`config.mk`:
```
export PLATFORM = sky130hd
export DESIGN_NAME = xor_checked_packet_deframer_flat
export DESIGN_NICKNAME = d
export VERILOG_FILES = /design/src/hdl/xcpd_pkg.sv /design/src/hdl/xcpd_if.sv /design/src/hdl/xor_checked_packet_deframer.sv /design/src/flat_wrapper.sv
export SDC_FILE = /design/constraint.sdc
export NUM_CORES = 1
export LEC_CHECK = 0
export BUFFER_PORTS_ARGS = -buffer_cell sky130_fd_sc_hd__buf_4
export CAP_MARGIN = 10
export CORE_AREA = 5 5 109 111
export DETAILED_ROUTE_END_ITERATION = 10
export DIE_AREA = 0 0 114 116
export GPL_TIMING_DRIVEN = 0
export HOLD_SLACK_MARGIN = 0.06
export PLACE_DENSITY = 0.83
export SYNTH_ARGS = -nofsm -noshare
export SYNTH_HDL_FRONTEND = slang
export SYNTH_SLANG_ARGS = --single-unit
```
`constraint.sdc`:
```
create_clock -name clk -period 5.09 [get_ports clk]
set_input_delay 0.7635 -clock clk [delete_from_list [all_inputs] [get_ports clk]]
set_output_delay 0.7635 -clock clk [all_outputs]
set_load 0.02 [all_outputs]
```
`src/hdl/xcpd_pkg.sv`:
```
`timescale 1ns / 1ps
// ---------------------------------------------------------------------------
// xcpd_pkg
// Shared widths, result kind codes and register indexes for the deframer.
// ---------------------------------------------------------------------------
package xcpd_pkg;

  localparam int BYTE_W            = 8;
  localparam int KIND_W            = 3;
  localparam int TIMEOUT_W         = 16;
  localparam int CFG_IDX_W         = 2;
  localparam int CFG_DATA_W        = 16;
  localparam int TICK_COUNT_W_DEF  = 16;

  // result kinds
  typedef enum logic [KIND_W-1:0] {
    KIND_DATA    = 3'd0,
    KIND_GOOD    = 3'd1,
    KIND_BAD     = 3'd2,
    KIND_PROT    = 3'd3,
    KIND_TIMEOUT = 3'd4
  } kind_t;

  // configuration register indexes
  typedef enum logic [CFG_IDX_W-1:0] {
    REG_START_MARKER  = 2'd0,
    REG_MAX_PAYLOAD   = 2'd1,
    REG_TIMEOUT_TICKS = 2'd2
  } cfg_reg_t;

  localparam logic [BYTE_W-1:0]    START_MARKER_RST  = 8'd0;
  localparam logic [BYTE_W-1:0]    MAX_PAYLOAD_RST   = 8'd255;
  localparam logic [TIMEOUT_W-1:0] TIMEOUT_TICKS_RST = 16'd500;

endpackage

```
`src/hdl/xcpd_if.sv`:
```
`timescale 1ns / 1ps
// ---------------------------------------------------------------------------
// xcpd stream interfaces
// Valid/ready channels for link beats in and deframer results out.
// ---------------------------------------------------------------------------
interface xcpd_in_if;
  import xcpd_pkg::*;

  logic              valid;
  logic              ready;
  logic              mode;
  logic [BYTE_W-1:0] rx_byte;

  modport source (output valid, output mode, output rx_byte, input ready);
  modport sink   (input valid, input mode, input rx_byte, output ready);
endinterface

interface xcpd_out_if;
  import xcpd_pkg::*;

  logic              valid;
  logic              ready;
  logic [KIND_W-1:0] kind;
  logic [BYTE_W-1:0] payload_byte;
  logic [BYTE_W-1:0] payload_length;

  modport source (output valid, output kind, output payload_byte, output payload_length,
                  input ready);
  modport sink   (input valid, input kind, input payload_byte, input payload_length,
                  output ready);
endinterface

```
`src/hdl/xor_checked_packet_deframer.sv`:
```
`timescale 1ns / 1ps
// ---------------------------------------------------------------------------
// xor_checked_packet_deframer
// Length-prefixed packet receiver with XOR checksum and idle timeout.
// ---------------------------------------------------------------------------
// usage
//   in_if  : one beat per received link byte (mode 0) or idle tick (mode 1)
//   out_if : zero or one result beat per input beat: payload byte, packet
//            good, checksum bad, protocol error or timeout
//   cfg_*  : start marker, max payload length and timeout ticks; write only
//            while no beat is in flight
// timing
//   a beat is captured in the input register, then the framing state and
//   the result register are updated from it once the result register is
//   free or being drained
//   one beat per cycle sustained while out_if.ready stays high
// reset
//   rst_n low: hunting for a start byte, counters and checksum cleared,
//   registers back to their defaults, both registers empty
// stalls
//   when out_if.ready is low and a result is held, the input register keeps
//   its beat and in_if.ready drops once that register is full too
// ---------------------------------------------------------------------------
module xor_checked_packet_deframer #(
  parameter int TICK_COUNT_WIDTH = xcpd_pkg::TICK_COUNT_W_DEF
) (
  input  logic                          clk,
  input  logic                          rst_n,
  xcpd_in_if.sink                       in_if,
  xcpd_out_if.source                    out_if,
  input  logic                          cfg_we,
  input  logic [xcpd_pkg::CFG_IDX_W-1:0]  cfg_index,
  input  logic [xcpd_pkg::CFG_DATA_W-1:0] cfg_wdata
);
  import xcpd_pkg::*;

  // compare width covers both the idle counter and the timeout register
  localparam int CMP_W = (TICK_COUNT_WIDTH > TIMEOUT_W) ? TICK_COUNT_WIDTH : TIMEOUT_W;

  typedef enum logic [1:0] {
    PH_HUNT = 2'd0,
    PH_LEN  = 2'd1,
    PH_DATA = 2'd2,
    PH_SUM  = 2'd3
  } phase_t;

  // configuration
  logic [BYTE_W-1:0]    start_marker_r;
  logic [BYTE_W-1:0]    max_payload_r;
  logic [TIMEOUT_W-1:0] timeout_ticks_r;

  // input register
  logic              in_vld_r;
  logic              in_mode_r;
  logic [BYTE_W-1:0] in_byte_r;

  // framing state
  phase_t                      phase_r, phase_nxt;
  logic [BYTE_W-1:0]           bytes_left_r, bytes_left_nxt;
  logic [BYTE_W-1:0]           xor_r, xor_nxt;
  logic [TICK_COUNT_WIDTH-1:0] idle_cnt_r, idle_cnt_nxt;
  logic [BYTE_W-1:0]           len_seen_r, len_seen_nxt;

  // result register
  logic              out_vld_r, out_vld_nxt;
  kind_t             out_kind_r, out_kind_nxt;
  logic [BYTE_W-1:0] out_byte_r, out_byte_nxt;
  logic [BYTE_W-1:0] out_len_r, out_len_nxt;

  logic                        advance;
  logic [TICK_COUNT_WIDTH-1:0] idle_inc;
  logic [BYTE_W-1:0]           left_dec;

  // the held beat moves on when the result register is free or being drained
  assign advance     = in_vld_r && (!out_vld_r || out_if.ready);
  assign in_if.ready = !in_vld_r || advance;

  // saturating idle count
  assign idle_inc = (idle_cnt_r == {TICK_COUNT_WIDTH{1'b1}}) ? idle_cnt_r
                                                             : idle_cnt_r + 1'b1;
  assign left_dec = bytes_left_r - 8'd1;

  always_comb begin
    phase_nxt      = phase_r;
    bytes_left_nxt = bytes_left_r;
    xor_nxt        = xor_r;
    idle_cnt_nxt   = idle_cnt_r;
    len_seen_nxt   = len_seen_r;
    out_kind_nxt   = out_kind_r;
    out_byte_nxt   = out_byte_r;
    out_len_nxt    = out_len_r;
    out_vld_nxt    = out_vld_r && !out_if.ready;

    if (advance) begin
      out_vld_nxt  = 1'b0;
      out_byte_nxt = '0;
      out_len_nxt  = '0;
      if (in_mode_r) begin
        // idle tick
        idle_cnt_nxt = idle_inc;
        if (CMP_W'(idle_inc) >= CMP_W'(timeout_ticks_r)) begin
          idle_cnt_nxt   = '0;
          phase_nxt      = PH_HUNT;
          bytes_left_nxt = '0;
          xor_nxt        = '0;
          out_vld_nxt    = 1'b1;
          out_kind_nxt   = KIND_TIMEOUT;
          out_len_nxt    = (phase_r == PH_DATA || phase_r == PH_SUM) ? len_seen_r : '0;
        end
      end else begin
        idle_cnt_nxt = '0;
        case (phase_r)
          PH_HUNT: begin
            if (in_byte_r == start_marker_r) begin
              phase_nxt      = PH_LEN;
              xor_nxt        = '0;
              bytes_left_nxt = '0;
              len_seen_nxt   = '0;
            end else begin
              out_vld_nxt  = 1'b1;
              out_kind_nxt = KIND_PROT;
            end
          end
          PH_LEN: begin
            if (in_byte_r > max_payload_r) begin
              // oversize length is reported back with the error
              phase_nxt      = PH_HUNT;
              bytes_left_nxt = '0;
              xor_nxt        = '0;
              out_vld_nxt    = 1'b1;
              out_kind_nxt   = KIND_PROT;
              out_len_nxt    = in_byte_r;
            end else begin
              len_seen_nxt   = in_byte_r;
              bytes_left_nxt = in_byte_r;
              xor_nxt        = in_byte_r;
              // empty packet goes straight to its checksum
              phase_nxt      = (in_byte_r == '0) ? PH_SUM : PH_DATA;
            end
          end
          PH_DATA: begin
            xor_nxt        = xor_r ^ in_byte_r;
            bytes_left_nxt = left_dec;
            if (left_dec == '0) begin
              phase_nxt = PH_SUM;
            end
            out_vld_nxt  = 1'b1;
            out_kind_nxt = KIND_DATA;
            out_byte_nxt = in_byte_r;
            out_len_nxt  = len_seen_r;
          end
          PH_SUM: begin
            phase_nxt      = PH_HUNT;
            bytes_left_nxt = '0;
            xor_nxt        = '0;
            out_vld_nxt    = 1'b1;
            out_kind_nxt   = (in_byte_r == xor_r) ? KIND_GOOD : KIND_BAD;
            out_len_nxt    = len_seen_r;
          end
          default: begin
            phase_nxt = PH_HUNT;
          end
        endcase
      end
    end
  end

  always_ff @(posedge clk) begin
    if (!rst_n) begin
      start_marker_r  <= START_MARKER_RST;
      max_payload_r   <= MAX_PAYLOAD_RST;
      timeout_ticks_r <= TIMEOUT_TICKS_RST;
      in_vld_r        <= 1'b0;
      phase_r         <= PH_HUNT;
      bytes_left_r    <= '0;
      xor_r           <= '0;
      idle_cnt_r      <= '0;
      len_seen_r      <= '0;
      out_vld_r       <= 1'b0;
    end else begin
      if (cfg_we) begin
        case (cfg_index)
          REG_START_MARKER:  start_marker_r  <= cfg_wdata[BYTE_W-1:0];
          REG_MAX_PAYLOAD:   max_payload_r   <= cfg_wdata[BYTE_W-1:0];
          REG_TIMEOUT_TICKS: timeout_ticks_r <= cfg_wdata[TIMEOUT_W-1:0];
          default: ;
        endcase
      end
      if (in_if.valid && in_if.ready) begin
        in_vld_r <= 1'b1;
      end else if (advance) begin
        in_vld_r <= 1'b0;
      end
      phase_r      <= phase_nxt;
      bytes_left_r <= bytes_left_nxt;
      xor_r        <= xor_nxt;
      idle_cnt_r   <= idle_cnt_nxt;
      len_seen_r   <= len_seen_nxt;
      out_vld_r    <= out_vld_nxt;
    end
  end

  // beat payloads, no reset needed
  always_ff @(posedge clk) begin
    if (in_if.valid && in_if.ready) begin
      in_mode_r <= in_if.mode;
      in_byte_r <= in_if.rx_byte;
    end
    out_kind_r <= out_kind_nxt;
    out_byte_r <= out_byte_nxt;
    out_len_r  <= out_len_nxt;
  end

  assign out_if.valid          = out_vld_r;
  assign out_if.kind           = out_kind_r;
  assign out_if.payload_byte   = out_byte_r;
  assign out_if.payload_length = out_len_r;

endmodule

```
`src/flat_wrapper.sv`:
```
// flat-port wrapper written by rule: the top's interface ports become plain ports
module xor_checked_packet_deframer_flat import xcpd_pkg::*;
#(
  parameter int TICK_COUNT_WIDTH = xcpd_pkg::TICK_COUNT_W_DEF
)
  (clk, rst_n, cfg_we, cfg_index, cfg_wdata, in_if_valid, in_if_mode, in_if_rx_byte, in_if_ready, out_if_valid, out_if_kind, out_if_payload_byte, out_if_payload_length, out_if_ready);
  xcpd_in_if in_if_i ();
  xcpd_out_if out_if_i ();
  input  logic clk;
  input  logic rst_n;
  input  logic cfg_we;
  input  logic [xcpd_pkg::CFG_IDX_W-1:0] cfg_index;
  input  logic [xcpd_pkg::CFG_DATA_W-1:0] cfg_wdata;
  input wire logic [$bits(in_if_i.valid)-1:0] in_if_valid;
  input wire logic [$bits(in_if_i.mode)-1:0] in_if_mode;
  input wire logic [$bits(in_if_i.rx_byte)-1:0] in_if_rx_byte;
  output wire logic [$bits(in_if_i.ready)-1:0] in_if_ready;
  output wire logic [$bits(out_if_i.valid)-1:0] out_if_valid;
  output wire logic [$bits(out_if_i.kind)-1:0] out_if_kind;
  output wire logic [$bits(out_if_i.payload_byte)-1:0] out_if_payload_byte;
  output wire logic [$bits(out_if_i.payload_length)-1:0] out_if_payload_length;
  input wire logic [$bits(out_if_i.ready)-1:0] out_if_ready;
  assign in_if_i.valid = in_if_valid;
  assign in_if_i.mode = in_if_mode;
  assign in_if_i.rx_byte = in_if_rx_byte;
  assign in_if_ready = in_if_i.ready;
  assign out_if_valid = out_if_i.valid;
  assign out_if_kind = out_if_i.kind;
  assign out_if_payload_byte = out_if_i.payload_byte;
  assign out_if_payload_length = out_if_i.payload_length;
  assign out_if_i.ready = out_if_ready;
  xor_checked_packet_deframer #(.TICK_COUNT_WIDTH(TICK_COUNT_WIDTH)) u_core (.clk(clk), .rst_n(rst_n), .in_if(in_if_i), .out_if(out_if_i), .cfg_we(cfg_we), .cfg_index(cfg_index), .cfg_wdata(cfg_wdata));
endmodule
```
==> results.ini <==
[die]
rows=38
coreArea_um2=10700
initial_core_util=0.539
die_x_um=114
top_level_ports=53
die_area_um2=13200
dieHeight_um=116

[route]
drtPass1Iterations=5
wire_per_inst_um=16.6
dr_total_vias=4750
drtIter0Drc=299
avgViaCountPerCell=5.89
drc=0
antenna_left=0
drt_wl_total_mm=13.4

[yosys]
synthTopCellsByArea=dfxtp_1, edfxtp_1, ha_1
synth-async-reset-ratio=0
synth_cell_types=72
synth_area_leader_cell=dfxtp_1
synth-seq-area-share=0.410
syn-num-nets=662
syn_area_um2=5770
synth_seq_cells=104
synth_edf_count=28
syn_avg_cell_area_um2=9.63
synthCells=599
synth_top_area_share=0.264
ys.flop_type=dfxtp_1
ys_warn_count=0

[clock_network]
clockRootBuffer=clkbuf_8
cts_htree_levels=3
tritoncts=built
cts_buffers=9
clockBufferDepth=2
ctsResizeCount=0
clk_latency_ns=0.38
cts_sinks=104
postCtsSetupBuffers=0
ctsHoldBuffers=0
clkTransAtPathRegs_ns=0.10

[finish]
nets=724
drive_gt1_frac=0.174
fin_util=0.608
num_antenna_cells=0
fillers=862
layout_common_cells=dfxtp_1, nand2_1, buf_4
stdcell_area_um2=6500
final_common_cell=dfxtp_1
area_growth_pct=12.8

[hold_path]
hold_path_end=u_core.timeout_ticks_r[11]
hp-class=reg -> reg
hold_start=u_core.timeout_ticks_r[11]
whs_path_depth=2

[timing]
fin_setup_tns_ns=0
finalCritPeriodShare=0.752
hold_viol_final=0
fmax_mhz=261
fin_skew_ns=0.00767
tightest_slew_ns=0.677
maxSlewHeadroom=0.548
fin_crit_ns=3.83
timing.final.max_slew_violations=0
rsz0062_at_grt=false
setup_violations=0

[worst_setup_path]
required_ns=5.36
path_class=reg -> reg
cp.arrival_ns=4.10
r2r_end=u_core.xor_r[6]
crit_fanout=10
critPathLaunchType=register
reg2reg_depth=14
reg2reg_from=u_core.idle_cnt_r[0]
critPathCaptureType=register
r2r_slack_ns=1.26

[pwr]
peakVddDrop_mv=0.127
p_per_area_nw_per_um2=236
power_mw=1.54
leakagePower_nw=2.71

[global_route]
grt_pass1_wl_mm=22.0
grtUsageTotal=0.209
grt_pass1_vias=4552
grt_overflow=0
grt_max_degree=24
antenna_found_initial=0

[flow_run]
cap_violations=0

[place]
hpwl_mm=9.95
place_area_um2=6320
portBuffers=51
place_congestion=0.915

[run_status]
outcome=completed

==> registers in the layout, indices dropped and copies added, names as in the netlist <==
register,count
u_core.out_if.payload_length,8
u_core.timeout_ticks_r,16
u_core.idle_cnt_r,16
u_core.in_vld_r,1
u_core.xor_r,8
u_core.out_if.payload_byte,8
u_core.max_payload_r,8
u_core.len_seen_r,8
u_core.out_if.valid,1
u_core.in_mode_r,1
u_core.in_byte_r,8
u_core.phase_r,2
u_core.out_if.kind,3
u_core.start_marker_r,8
u_core.bytes_left_r,8
==> layout make-up <==
cell class / count / area (um^2) / share of cell area
Clock buffer: 9 / 124 / 0.0190
Inverter: 35 / 131 / 0.0202
Timing Repair Buffer: 51 / 383 / 0.0589
Tap cell: 140 / 175 / 0.0269
Sequential cell: 104 / 2360 / 0.363
Buffer: 39 / 221 / 0.0341
Multi-Input combinational cell: 421 / 3050 / 0.469
Clock inverter: 7 / 53.8 / 0.00827
==> power by group <==
| part | switching (mW) | internal, mW |
|---|---|---|
| Clock | 0.300 | 0.183 |
| Sequential | 0.0128 | 0.870 |
| Combinational | 0.102 | 0.0695 |
| Total | 0.414 | 1.12 |
==> synthesized netlist by cell type, types with 11 or more instances <==
master    count
a32o_1       11
xnor2_1      12
o21ai_0      11
nor2b_1      14
nand2_1      65
nand4_1      13
clkbuf_1     21
and3_1       21
nor2_1       38
a22oi_1      11
o211ai_1     16
a21oi_1      16
a21boi_0     12
xor2_1       25
ha_1         31
inv_1        34
dfxtp_1      76
edfxtp_1     28
==> cells by family (layout without fill, tap and decap cells) <==
| group | count (synthesis) | count (layout) | share of synthesized area |
|---|---|---|---|
| xor gates and xnor gates | 41 | 41 | 0.0675 |
| muxes | 13 | 13 | 0.0232 |
| AOI/OAI and AO/OA | 128 | 128 | 0.171 |
| and+or+nand+nor | 208 | 208 | 0.200 |
| adders and majority gates | 31 | 31 | 0.0673 |
| DFF | 104 | 104 | 0.410 |
| buffers and inverters | 74 | 141 | 0.0612 |
==> worst max-delay path by stage <==
stage	start	end	slack [ns]
CTS	u_core.idle_cnt_r[0]	u_core.xor_r[6]	1.26
finish	u_core.idle_cnt_r[0]	u_core.xor_r[6]	1.26
global placement	u_core.idle_cnt_r[0]	u_core.xor_r[6]	1.40
floorplan	u_core.idle_cnt_r[3]	u_core.xor_r[6]	1.71
detailed placement	u_core.idle_cnt_r[0]	u_core.xor_r[6]	1.28
global route	u_core.idle_cnt_r[0]	u_core.out_if.payload_length[3]	1.04
==> per-stage QoR <==
stage / setup slack (ns) / hold slack, ns / instances
2_1_floorplan: 1.71 / 0.443 / 599
3_3_place_gp: 1.40 / 0.454 / 790
3_5_place_dp: 1.28 / 0.462 / 790
4_1_cts: 1.26 / 0.476 / 806
5_1_grt: 1.04 / 0.496 / 806
6_report: 1.26 / 0.471 / 806
==> layer usage <==
metal  vias to the layer above  wire (um)  share of wire  track usage
li1                       2280          -              -            -
met2                       193       6250           0.47        0.339
met5                         -          0              0            0
met1                      2234       5690           0.42        0.271
met3                        43       1040          0.078       0.0360
met4                         0        410          0.031        0.102
==> critical path, stage by stage (launching register included) <==
cell and delay [ns]:
dfxtp_1 0.43, ha_1 0.24, nand3_1 0.11, or2_2 0.32
o21ai_0 0.51, nor2_1 0.11, xor2_1 0.17, ha_1 0.28
nand2_1 0.05, nor2_1 0.12, or4b_1 0.47, and3_4 0.22
o21a_4 0.26, buf_6 0.15, a211o_1 0.29
No activity file was read; power rests on OpenSTA's default activity.
